$ cat src/rtl/pimr_pkg.sv
package pimr_pkg;

    localparam int CRW = 33;
    localparam int WTW = 68;
    localparam int ACW = 102;
    localparam int SMW = 70;
    localparam int SCW = 77;
    localparam int CNW = 11;

    localparam logic [1:0] REQ_VERTEX   = 2'd0;
    localparam logic [1:0] REQ_TRIANGLE = 2'd1;
    localparam logic [1:0] REQ_QUERY    = 2'd2;

    localparam logic [1:0] VERDICT_INSIDE  = 2'd0;
    localparam logic [1:0] VERDICT_OUTSIDE = 2'd1;
    localparam logic [1:0] VERDICT_UNSURE  = 2'd2;

    localparam logic [3:0] OP_AX = 4'd0;
    localparam logic [3:0] OP_AY = 4'd1;
    localparam logic [3:0] OP_AZ = 4'd2;
    localparam logic [3:0] OP_BX = 4'd3;
    localparam logic [3:0] OP_BY = 4'd4;
    localparam logic [3:0] OP_BZ = 4'd5;
    localparam logic [3:0] OP_CX = 4'd6;
    localparam logic [3:0] OP_CY = 4'd7;
    localparam logic [3:0] OP_CZ = 4'd8;
    localparam logic [3:0] OP_W0 = 4'd9;
    localparam logic [3:0] OP_W1 = 4'd10;
    localparam logic [3:0] OP_W2 = 4'd11;
    localparam logic [3:0] OP_E1 = 4'd12;
    localparam logic [3:0] OP_E2 = 4'd13;

    localparam logic [2:0] DST_NONE = 3'd0;
    localparam logic [2:0] DST_W0   = 3'd1;
    localparam logic [2:0] DST_W1   = 3'd2;
    localparam logic [2:0] DST_W2   = 3'd3;
    localparam logic [2:0] DST_E1   = 3'd4;
    localparam logic [2:0] DST_E2   = 3'd5;
    localparam logic [2:0] DST_V0   = 3'd6;
    localparam logic [2:0] DST_D    = 3'd7;

    localparam logic [3:0] PROD_LAST_V0 = 4'd12;
    localparam logic [3:0] PROD_LAST    = 4'd15;

    typedef struct packed {
        logic [3:0] asel;
        logic [3:0] bsel;
        logic       sub;
        logic       first;
        logic [2:0] dst;
    } prod_t;

    typedef struct packed {
        logic       wr_vtx;
        logic       wr_tri;
        logic       load_pt;
        logic       rd_tri;
        logic       rd_v;
        logic [1:0] rd_corner;
        logic       cap;
        logic [1:0] cap_corner;
        logic       mac_start;
        prod_t      prod;
        logic       store;
        logic       negate;
        logic       sum;
        logic       cmp;
        logic [1:0] cmp_k;
        logic       clr_flags;
        logic       clr_cnt;
        logic       inc_cnt;
        logic       load_out;
        logic [1:0] out_verdict;
    } ctrl_cmd_t;

    typedef struct packed {
        logic mac_busy;
        logic mac_done;
        logic s_zero;
        logic skip;
        logic edge_hit;
        logic d_pos;
        logic cnt_odd;
    } dp_stat_t;

    function automatic prod_t prod_step(input logic [3:0] j);
        prod_t p;
        p = '{asel: OP_AX, bsel: OP_AX, sub: 1'b0, first: 1'b0, dst: DST_NONE};
        unique case (j)
            4'd0:  p = '{asel: OP_BY, bsel: OP_CZ, sub: 1'b0, first: 1'b1, dst: DST_NONE};
            4'd1:  p = '{asel: OP_BZ, bsel: OP_CY, sub: 1'b1, first: 1'b0, dst: DST_W0};
            4'd2:  p = '{asel: OP_CY, bsel: OP_AZ, sub: 1'b0, first: 1'b1, dst: DST_NONE};
            4'd3:  p = '{asel: OP_CZ, bsel: OP_AY, sub: 1'b1, first: 1'b0, dst: DST_W1};
            4'd4:  p = '{asel: OP_AY, bsel: OP_BZ, sub: 1'b0, first: 1'b1, dst: DST_NONE};
            4'd5:  p = '{asel: OP_AZ, bsel: OP_BY, sub: 1'b1, first: 1'b0, dst: DST_W2};
            4'd6:  p = '{asel: OP_BZ, bsel: OP_CX, sub: 1'b0, first: 1'b1, dst: DST_NONE};
            4'd7:  p = '{asel: OP_BX, bsel: OP_CZ, sub: 1'b1, first: 1'b0, dst: DST_E1};
            4'd8:  p = '{asel: OP_BX, bsel: OP_CY, sub: 1'b0, first: 1'b1, dst: DST_NONE};
            4'd9:  p = '{asel: OP_BY, bsel: OP_CX, sub: 1'b1, first: 1'b0, dst: DST_E2};
            4'd10: p = '{asel: OP_W0, bsel: OP_AX, sub: 1'b0, first: 1'b1, dst: DST_NONE};
            4'd11: p = '{asel: OP_E1, bsel: OP_AY, sub: 1'b0, first: 1'b0, dst: DST_NONE};
            4'd12: p = '{asel: OP_E2, bsel: OP_AZ, sub: 1'b0, first: 1'b0, dst: DST_V0};
            4'd13: p = '{asel: OP_W0, bsel: OP_AX, sub: 1'b0, first: 1'b1, dst: DST_NONE};
            4'd14: p = '{asel: OP_W1, bsel: OP_BX, sub: 1'b0, first: 1'b0, dst: DST_NONE};
            4'd15: p = '{asel: OP_W2, bsel: OP_CX, sub: 1'b0, first: 1'b0, dst: DST_D};
            default: p = '{asel: OP_AX, bsel: OP_AX, sub: 1'b0, first: 1'b0, dst: DST_NONE};
        endcase
        return p;
    endfunction

endpackage

$ cat src/rtl/pimr_ctrl.sv
module pimr_ctrl
    import pimr_pkg::*;
#(
    parameter int MAX_TRIANGLES = 1024,
    parameter int TA = (MAX_TRIANGLES > 1) ? $clog2(MAX_TRIANGLES) : 1,
    parameter int TW = $clog2(MAX_TRIANGLES + 1)
)
(
    input  logic            clk,
    input  logic            rst_n,
    input  logic            in_valid,
    output logic            in_stall,
    input  logic [1:0]      req_type,
    output logic            out_valid,
    input  logic            out_stall,
    input  logic            cfg_wr_en,
    input  logic [CNW-1:0]  cfg_wr_data,
    input  dp_stat_t        stat,
    output ctrl_cmd_t       cmd,
    output logic [TA-1:0]   tri_idx
);

    localparam int NW = (TW > CNW) ? TW : CNW;

    localparam logic [3:0] S_IDLE     = 4'd0;
    localparam logic [3:0] S_RD_TRI   = 4'd1;
    localparam logic [3:0] S_RD_A     = 4'd2;
    localparam logic [3:0] S_RD_B     = 4'd3;
    localparam logic [3:0] S_RD_C     = 4'd4;
    localparam logic [3:0] S_CAP_C    = 4'd5;
    localparam logic [3:0] S_MUL_GO   = 4'd6;
    localparam logic [3:0] S_MUL_WAIT = 4'd7;
    localparam logic [3:0] S_NEG      = 4'd8;
    localparam logic [3:0] S_SUM      = 4'd9;
    localparam logic [3:0] S_CHK      = 4'd10;
    localparam logic [3:0] S_CMP      = 4'd11;
    localparam logic [3:0] S_JUDGE    = 4'd12;
    localparam logic [3:0] S_DECIDE   = 4'd13;
    localparam logic [3:0] S_NEXT     = 4'd14;
    localparam logic [3:0] S_FINISH   = 4'd15;

    logic [3:0]     state_reg, state_next;
    logic [TW-1:0]  t_reg, t_next;
    logic [TW-1:0]  n_reg, n_next;
    logic [3:0]     j_reg, j_next;
    logic [1:0]     k_reg, k_next;
    logic           unsure_reg, unsure_next;
    logic [CNW-1:0] count_reg;
    logic           out_valid_reg, out_valid_next;

    logic [NW-1:0]  count_ext;
    logic [TW-1:0]  n_lim;
    logic           accept;
    logic           out_free;

    assign count_ext = NW'(count_reg);
    assign n_lim     = (count_ext > NW'(MAX_TRIANGLES)) ? TW'(MAX_TRIANGLES) : TW'(count_ext);
    assign accept    = in_valid && (state_reg == S_IDLE);
    assign out_free  = !out_valid_reg || !out_stall;

    always_comb
    begin
        state_next     = state_reg;
        t_next         = t_reg;
        n_next         = n_reg;
        j_next         = j_reg;
        k_next         = k_reg;
        unsure_next    = unsure_reg;
        out_valid_next = out_valid_reg && out_stall;
        cmd            = '0;
        cmd.prod       = prod_step(j_reg);
        cmd.cmp_k      = k_reg;
        unique case (state_reg)
            S_IDLE:
            begin
                if (accept)
                begin
                    priority if (req_type == REQ_VERTEX)
                    begin
                        cmd.wr_vtx = 1'b1;
                    end
                    else if (req_type == REQ_TRIANGLE)
                    begin
                        cmd.wr_tri = 1'b1;
                    end
                    else if (req_type == REQ_QUERY)
                    begin
                        cmd.load_pt = 1'b1;
                        cmd.clr_cnt = 1'b1;
                        t_next      = '0;
                        n_next      = n_lim;
                        unsure_next = 1'b0;
                        state_next  = (n_lim == '0) ? S_FINISH : S_RD_TRI;
                    end
                    else
                    begin
                        state_next = S_IDLE;
                    end
                end
            end
            S_RD_TRI:
            begin
                cmd.rd_tri = 1'b1;
                state_next = S_RD_A;
            end
            S_RD_A:
            begin
                cmd.rd_v      = 1'b1;
                cmd.rd_corner = 2'd0;
                state_next    = S_RD_B;
            end
            S_RD_B:
            begin
                cmd.rd_v       = 1'b1;
                cmd.rd_corner  = 2'd1;
                cmd.cap        = 1'b1;
                cmd.cap_corner = 2'd0;
                state_next     = S_RD_C;
            end
            S_RD_C:
            begin
                cmd.rd_v       = 1'b1;
                cmd.rd_corner  = 2'd2;
                cmd.cap        = 1'b1;
                cmd.cap_corner = 2'd1;
                state_next     = S_CAP_C;
            end
            S_CAP_C:
            begin
                cmd.cap        = 1'b1;
                cmd.cap_corner = 2'd2;
                cmd.clr_flags  = 1'b1;
                j_next         = '0;
                state_next     = S_MUL_GO;
            end
            S_MUL_GO:
            begin
                cmd.mac_start = 1'b1;
                state_next    = S_MUL_WAIT;
            end
            S_MUL_WAIT:
            begin
                if (stat.mac_done)
                begin
                    cmd.store = 1'b1;
                    j_next    = j_reg + 4'd1;
                    priority if (j_reg == PROD_LAST_V0)
                    begin
                        state_next = S_NEG;
                    end
                    else if (j_reg == PROD_LAST)
                    begin
                        state_next = S_DECIDE;
                    end
                    else
                    begin
                        state_next = S_MUL_GO;
                    end
                end
            end
            S_NEG:
            begin
                cmd.negate = 1'b1;
                state_next = S_SUM;
            end
            S_SUM:
            begin
                cmd.sum    = 1'b1;
                state_next = S_CHK;
            end
            S_CHK:
            begin
                k_next = 2'd0;
                if (stat.s_zero)
                begin
                    unsure_next = 1'b1;
                    state_next  = S_FINISH;
                end
                else
                begin
                    state_next = S_CMP;
                end
            end
            S_CMP:
            begin
                cmd.cmp = 1'b1;
                k_next  = k_reg + 2'd1;
                if (k_reg == 2'd2)
                begin
                    state_next = S_JUDGE;
                end
            end
            S_JUDGE:
            begin
                priority if (stat.skip)
                begin
                    state_next = S_NEXT;
                end
                else if (stat.edge_hit)
                begin
                    unsure_next = 1'b1;
                    state_next  = S_FINISH;
                end
                else
                begin
                    state_next = S_MUL_GO;
                end
            end
            S_DECIDE:
            begin
                cmd.inc_cnt = stat.d_pos;
                state_next  = S_NEXT;
            end
            S_NEXT:
            begin
                t_next = t_reg + TW'(1);
                if ((t_reg + TW'(1)) == n_reg)
                begin
                    state_next = S_FINISH;
                end
                else
                begin
                    state_next = S_RD_TRI;
                end
            end
            S_FINISH:
            begin
                if (unsure_reg)
                begin
                    cmd.out_verdict = VERDICT_UNSURE;
                end
                else
                begin
                    cmd.out_verdict = stat.cnt_odd ? VERDICT_INSIDE : VERDICT_OUTSIDE;
                end
                if (out_free)
                begin
                    cmd.load_out   = 1'b1;
                    out_valid_next = 1'b1;
                    state_next     = S_IDLE;
                end
            end
            default:
            begin
                state_next = S_IDLE;
            end
        endcase
    end

    always_ff @(posedge clk or negedge rst_n)
    begin
        if (!rst_n)
        begin
            state_reg     <= S_IDLE;
            t_reg         <= '0;
            n_reg         <= '0;
            j_reg         <= '0;
            k_reg         <= '0;
            unsure_reg    <= 1'b0;
            count_reg     <= '0;
            out_valid_reg <= 1'b0;
        end
        else
        begin
            state_reg     <= state_next;
            t_reg         <= t_next;
            n_reg         <= n_next;
            j_reg         <= j_next;
            k_reg         <= k_next;
            unsure_reg    <= unsure_next;
            out_valid_reg <= out_valid_next;
            if (cfg_wr_en)
            begin
                count_reg <= cfg_wr_data;
            end
        end
    end

    assign in_stall  = (state_reg != S_IDLE);
    assign out_valid = out_valid_reg;
    assign tri_idx   = TA'(t_reg);

    a_mac_idle_on_start: assert property (@(posedge clk) disable iff (!rst_n)
        cmd.mac_start |-> !stat.mac_busy)
        else $error("multiply started while the shared unit is busy");

    a_walk_in_range: assert property (@(posedge clk) disable iff (!rst_n)
        (state_reg != S_IDLE && state_reg != S_FINISH) |-> (t_reg < n_reg))
        else $error("triangle index past the walk length");

    a_no_overwrite: assert property (@(posedge clk) disable iff (!rst_n)
        cmd.load_out |-> out_free)
        else $error("result loaded over an untaken result");

    a_store_after_done: assert property (@(posedge clk) disable iff (!rst_n)
        cmd.store |-> $past(state_reg) == S_MUL_WAIT || $past(state_reg) == S_MUL_GO)
        else $error("product stored outside a multiply step");

endmodule

$ cat config.mk
export PLATFORM = sky130hd
export DESIGN_NAME = pimr_ctrl
export DESIGN_NICKNAME = d
export VERILOG_FILES = /design/src/rtl/pimr_pkg.sv /design/src/rtl/pimr_ctrl.sv
export SDC_FILE = /design/constraint.sdc
export NUM_CORES = 1
export LEC_CHECK = 0
export BUFFER_PORTS_ARGS = -buffer_cell sky130_fd_sc_hd__clkbuf_2
export CORE_MARGIN = 8
export CORE_UTILIZATION = 35
export DETAILED_ROUTE_END_ITERATION = 7
export REMOVE_ABC_BUFFERS = 1
export SYNTH_ARGS = -nofsm -noshare
export SYNTH_HDL_FRONTEND = slang
export SYNTH_SLANG_ARGS = --single-unit
$ cat constraint.sdc
create_clock -name clk -period 3.1 [get_ports clk]
set_clock_uncertainty 0.05 [all_clocks]
set_input_delay 0.62 -clock clk [delete_from_list [all_inputs] [get_ports clk]]
set_output_delay 0.62 -clock clk [all_outputs]
set_load 0.02 [all_outputs]
# Word level (Yosys, flattened, before mapping)
# Memory sizes are Yosys's and may differ from the RTL's.
# Index checks and enable logic that the tools add are counted.
# W data, S select, Z words.
dict set report classes {
  add_sub_neg 3
  magnitude_cmp 1
  eq_ne 31
  n_mux 59
  bitwise 2
  reduce_logical 18
}
# op n
set op_table {}
lappend op_table {{$pmux W4 S16} 1}
lappend op_table {{$mux W4} 14}
lappend op_table {{$mux W11} 5}
lappend op_table {{$eq A4 B4 Y1 const B} 10}
lappend op_table {{$mux W1} 27}
lappend op_table {{$pmux W11 S2} 1}
lappend op_table {{$ne A2 B2 Y1 const B} 9}
lappend op_table {{$pmux W3 S3} 2}
lappend op_table {{$eq A4 B3 Y1 const B} 4}
lappend op_table {{$mux W3} 4}
lappend op_table {{$add A11 B1 Y11 const B} 1}
lappend op_table {{$eq A11 B11 Y1} 1}
lappend op_table {{$gt A11 B11 Y1 const B} 1}
lappend op_table {{$logic_not A11 Y1} 1}
lappend op_table {{$reduce_and A5 Y1} 2}
lappend op_table {{$eq A4 B2 Y1 const B} 2}
lappend op_table {{$pmux W4 S2} 1}
lappend op_table {{$reduce_and A8 Y1} 1}
lappend op_table {{$reduce_and A6 Y1} 1}
lappend op_table {{$reduce_bool A2 Y1} 3}
lappend op_table {{$add A4 B1 Y4 const B} 1}
lappend op_table {{$eq A2 B2 Y1 const B} 2}
lappend op_table {{$eq A4 B1 Y1 const B} 1}
lappend op_table {{$logic_not A4 Y1} 1}
lappend op_table {{14 further kinds} 18}
dict set report totals {
  reg_bits 45
  romBits 208
  inputBits 25
  out_inout_bits 48
  elab_cells 123
  n_memories 1
}
# memory depth width rd rd_clocked_by_memory_dff wr line
set mem_list {}
lappend mem_list {{(name not given)} 16 13 1 0 0 pimr_pkg.sv:89} ;# unique case (j)

# Depth between registers and ports, before layout
# Gate-level depths: netlist of run 1.
dict set report depth {
  word_depth 9
  mapped_depth 8
  depth_no_buf 8
}

# Least setup slack after synthesis of run 1
# OpenSTA, ideal clock, no wires.
dict set report synth_timing {
  kind {register to output}
  startpoint {reg state_reg[0]}
  endpoint {out cmd[35] (netlist bit)}
  t_arrival_ns 1.715
  required_time_ns 2.430
  setup_slack_ns 0.715
  stages_incl_launch_ff 5
  n_path_buf 1
  path_cell_list {dfrtp_1 > buf_6 > nor4_4 > inv_2 > nor4b_1}
}
# item line
set synth_lines {}
lappend synth_lines {{start, declared} pimr_ctrl.sv:42} ;# logic [3:0] state_reg, state_next;
lappend synth_lines {{start signal, assigned} pimr_ctrl.sv:265} ;# state_reg <= state_next;
lappend synth_lines {{end, declared} pimr_ctrl.sv:19} ;# output ctrl_cmd_t cmd,

==> run metrics, run 1 <==
Period minus WS final about 2.8 ns; maxcap violations 0; ys async rst share 100%; Clk Latency, worst-skew pair approximately 0.30 ns; Antenna Nets Post-Route 0; TritonCTS buffer count 5; remaining global-route overflow 0; total length of routed wires about 7400 um; Vert. Die Dim ~110 um; Synth area leaders dfrtp_1 37%, nand2_1 4.5%, mux2_2 4.4%; CP Buf/Inv Count 3; pwr dens approximately 870 nW/um2; Yosys Warn Count 0; share of post-route cells with drive strength above 1 a little over a quarter; Netlist cell types between 50 and 60; setup_tns 0 ns; Peak VDD IR 0.000241 V; largest family of logic cells by synthesized area simple AND/OR/NAND/NOR gates; Final Hold Fails 0; pre-CTS setup slack 0.616 ns; Core Footprint ~8600 um2; register bit count reported by yosys 45; Reg2Reg Depth 6; cell row count 34; Sink Count 45; Critical Path Slowest Stage Cell dfrtp_1; drt pass-1 iters 4; total power between 3 and 4 mW; worst min path class in -> async; total global-route track usage 12.4%; mux contribution to synthesized area 7.89%; f_max about 360 MHz; Relative slew margins between 40% and 50%; DP Wirelength approximately 5700 um; ys flop type dfrtp_1; CP Class reg -> out; LEAKAGE 1.62 nW; commonest non-fill, non-tap cell in the layout clkbuf_2; TritonCTS clock tree done; DR WL/cell roughly 14 um; DRC Markers 0; Worst-Margin Slew approximately 0.8 ns; Final Max Slew Viols 0; max incr delay on CP 0.56 ns; CP Capture Type output pin; Finished Core Util slightly above 40%; Mapped Area around 3100 um2; reg-to-reg setup timing slack 0.88 ns; fin crit share between 80% and 90%; commonest cells after routing, fill and taps aside 71 x clkbuf_2, 45 x dfrtp_1, 37 x nand2_1; antenna cells 0; Post-layout nets about 440; CTS root buffer clkbuf_8; R2R Path End t_reg[10]; area leader, netlist dfrtp_1; Area Overhead vs Synth 15.6%; Cell Chain, Critical Path nor4_4 > inv_2 > nor3b_4 > nand2_2 > inv_1 > clkbuf_2; post-synthesis xor/xnor area fraction about 4.3%; die area roughly 12000 um2; htree depth 2; initial drt markers 140; vias in the first global route 2447; Port-buffer cells 71; Final GP Congestion ~0.84; cts hold-fix bufs 0; critical path peak fanout 15; RSZ-0062 raised after global routing false; cells after synthesis roughly 360; clock tree buffer depth 2; register area share after synthesis 36.8%; Syn Area/Cell roughly 8.6 um2; reg2reg start state_reg[1]; largest net degree at the start of global routing 29; clk slew on worst S/H paths ~0.090 ns; CP arrival around 2.1 ns; initial antenna violation count 0; CP required ~2.4 ns; post_cts resized 0; Initial Util between 30% and 40%; Final Setup Violations 0; Synth top area share a little under two fifths; number of enable flip-flop cells after synthesis 0; Adder-Cell Fraction of Synth Area 4.09%; Post-CTS Setup Bufs 0; Synth Area in Compound Gates 17.2%; CP Launch Type flip-flop; first-pass GRT wire length 12200 um; Ports between 70 and 80; total number of vias ~2600; Crit path max-delay family simple AND/OR/NAND/NOR gates; die span in x about 110 um; post-synthesis simple-gate area fraction 22.4%; Vias/cell 5.11; status completed; worst setup path start state_reg[1]; setup slack after layout 0.323 ns
worst max-delay path by stage:
| stage | cells past startpoint | slack, ns | endpoint |
|---|---|---|---|
| 2_1_floorplan | 3 | 0.63 | cmd[35] |
| 3_3_place_gp | 6 | 0.69 | cmd[4] |
| 3_5_place_dp | 6 | 0.62 | cmd[33] |
| 4_1_cts | 6 | 0.28 | cmd[33] |
| 5_1_grt | 6 | 0.12 | cmd[4] |
| 6_report | 6 | 0.32 | cmd[33] |
kinds of logic after synthesis:
family | count (synthesis)
simple gates | 134
flops | 45
xor+xnor | 15
fa+ha+maj | 10
mux | 20
buf+inv | 44
compound gates | 87
layer usage:
layer / track usage, % / vias up / wire, um / part of all wire, %
li1: - / 1345 / - / -
met1: 16.2 / 1249 / 3430 / 46
met2: 20.5 / 42 / 3680 / 50
met3: 1.93 / 4 / 248 / 3.3
met4: 4.24 / 0 / 70 / 0.94
met5: 0 / - / 0 / 0
power breakdown:
| group | internal, mW | switching [mW] | total [mW] | leakage (nW) |
|---|---|---|---|---|
| Sequential | 0.757 | 0.298 | 1.06 | 0.571 |
| Combinational | 0.630 | 0.941 | 1.57 | 0.992 |
| Clock | 0.263 | 0.204 | 0.467 | 0.0585 |
final cells by class:
cell class,instances,area (um2)
clock inverter,1,30.0
fill,877,5050
clock buffer,7,86.3
inverter,13,48.8
multi-input combinational,266,1710
timing repair buffer,77,400
tap,108,135
sequential,45,1130
through the flow:
stage | std cells | area [um2] | hold slack [ns]
3_3_place_gp | 509 | 3420 | 0.446
3_5_place_dp | 509 | 3420 | 0.448
4_1_cts | 517 | 3540 | 0.328
5_1_grt | 517 | 3540 | 0.353
2_1_floorplan | 324 | 2890 | 0.274
6_report | 517 | 3540 | 0.303
synthesized netlist by cell type, types with 5 or more instances:
library cell,instances
dfrtp_1,45
nand2_1,37
nor2_1,32
o21ai_0,25
a21oi_1,15
o21ai_1,14
buf_4,12
clkbuf_1,12
inv_1,12
mux2_2,12
nand2b_1,12
nor3_1,11
ha_1,10
nand3_1,10
xnor2_1,9
a31oi_1,6
xor2_1,6
a22o_1,5
mux2i_1,5
Power figures use the tool's default switching activity.
==> run 2: changes to the inputs <==
==> constraint.sdc (replaced) <==
create_clock -name clk -period 2.6 [get_ports clk]
set_clock_uncertainty 0.05 [all_clocks]
set_input_delay 0.52 -clock clk [delete_from_list [all_inputs] [get_ports clk]]
set_output_delay 0.52 -clock clk [all_outputs]
set_load 0.02 [all_outputs]
==> run metrics, run 2 (same netlist as run 1, synthesis figures left out) <==
Placed Area about 3500 um2; pwr dens approximately 1000 nW/um2; Final Max Slew Viols 0; pre-CTS setup slack ~0.41 ns; Peak VDD IR between 0.0003 and 0.0004 V; Vert. Die Dim ~110 um; remaining global-route overflow 0; Core Footprint roughly 8600 um2; die area 12000 um2; initial antenna violation count 0; Final Setup Violations 0; Worst-Margin Slew between 0.8 and 0.9 ns; Clk Latency, worst-skew pair 0.30 ns; critical path peak fanout 16; Design Area, Final 3580 um2; Port-buffer cells around 70; worst min path class in -> async; DRC Markers 0; Final Hold Fails 0; Period minus WS final 2.42 ns; CP Class reg -> out; Vias/cell approximately 5.1; largest net degree at the start of global routing 33; total length of routed wires 7550 um; Area Overhead vs Synth 17.1%; Post-layout nets 449; DR WL/cell around 14 um; share of post-route cells with drive strength above 1 approximately 27%; CP Capture Type output pin; antenna cells 0; post_cts resized 0; TritonCTS buffer count 5; CP Launch Type flip-flop; CP required a little over 2 ns; htree depth 2; initial drt markers 160; Final GP Congestion ~0.84; commonest cells after routing, fill and taps aside 71 x clkbuf_2, 45 x dfrtp_1, 37 x nand2_1; setup_tns 0 ns; f_max slightly above 400 MHz; Sink Count 45; Initial Util around 36%; cell row count 34; clk slew on worst S/H paths around 0.10 ns; status completed; RSZ-0062 raised after global routing false; TritonCTS clock tree done; commonest non-fill, non-tap cell in the layout clkbuf_2; setup slack after layout approximately 0.18 ns; first-pass GRT wire length between 10000 and 15000 um; die span in x roughly 110 um; clock tree buffer depth 2; total global-route track usage roughly an eighth; CTS root buffer clkbuf_8; LEAKAGE 1.65 nW; DP Wirelength roughly 5800 um; fin crit share around 93%; worst hold margin between 0.2 and 0.25 ns; Relative slew margins 44.1%; maxcap violations 0; Ports 73; Finished Core Util roughly two fifths; CP arrival between 1.5 and 2 ns; vias in the first global route approximately 2600; cts hold-fix bufs 0; total number of vias ~2700; Post-CTS Setup Bufs 0; Antenna Nets Post-Route 0; drt pass-1 iters 5
run 2: changes by cell type in the layout (fill, tap and decap cells not counted):
cell        change
clkinvlp_4      +1
clkbuf_8        -1
clkbuf_1        -1
buf_4           +6
inv_8           +1
run 2: area by class of cell:
type                       instances  area, um2
fill                             908       5010
multi-input combinational        266       1710
sequential                        45       1130
timing repair buffer              83        445
tap                              108        135
clock buffer                       5       68.8
clock inverter                     3       48.8
inverter                          13       48.8
run 2: worst max-delay path: stages, from the launching register on:
cell and delay, ns:
dfrtp_1 0.67, buf_4 0.28, nand2_1 0.12, mux2_2 0.32
clkbuf_2 0.15
run 2: stage by stage:
| step | total power, mW | cells |
|---|---|---|
| finish | 3.74 | 523 |
| global route | 4.06 | 523 |
| CTS | 3.79 | 522 |
| detailed placement | 3.22 | 514 |
| global placement | 3.19 | 514 |
| floorplan | 2.55 | 324 |
run 2: per-layer routing:
| metal | GRT usage (%) | vias up | part of all wire, % |
|---|---|---|---|
| met2 | 21.4 | 48 | 49 |
| met4 | 4.05 | 0 | 0.95 |
| met5 | 0 | - | 0 |
| met1 | 16.0 | 1264 | 45 |
| met3 | 2.87 | 4 | 4.5 |
| li1 | - | 1354 | - |
run 2: power breakdown:
part / total (mW) / internal, mW / switching (mW)
Combinational: 2.02 / 0.785 / 1.23
Clock: 0.551 / 0.293 / 0.258
Sequential: 1.18 / 0.904 / 0.273
Total: 3.74 / 1.98 / 1.76
run 2: path summary, 6_finish.rpt:
check | startpoint | end | slack (ns) | depth (start not counted)
setup / recovery | j_reg[3] | cmd[12] | 0.18 | 4
hold / removal | rst_n | t_reg[1] | 0.24 | 1
setup reg to reg | state_reg[0] | t_reg[10] | 0.52 | 7
hold reg to reg | t_reg[10] | t_reg[10] | 0.46 | 1
max in group asynchronous | rst_n | k_reg[0] | 1.63 | 2
min in group clk | cfg_wr_data[5] | count_ext[5] | 0.40 | 2
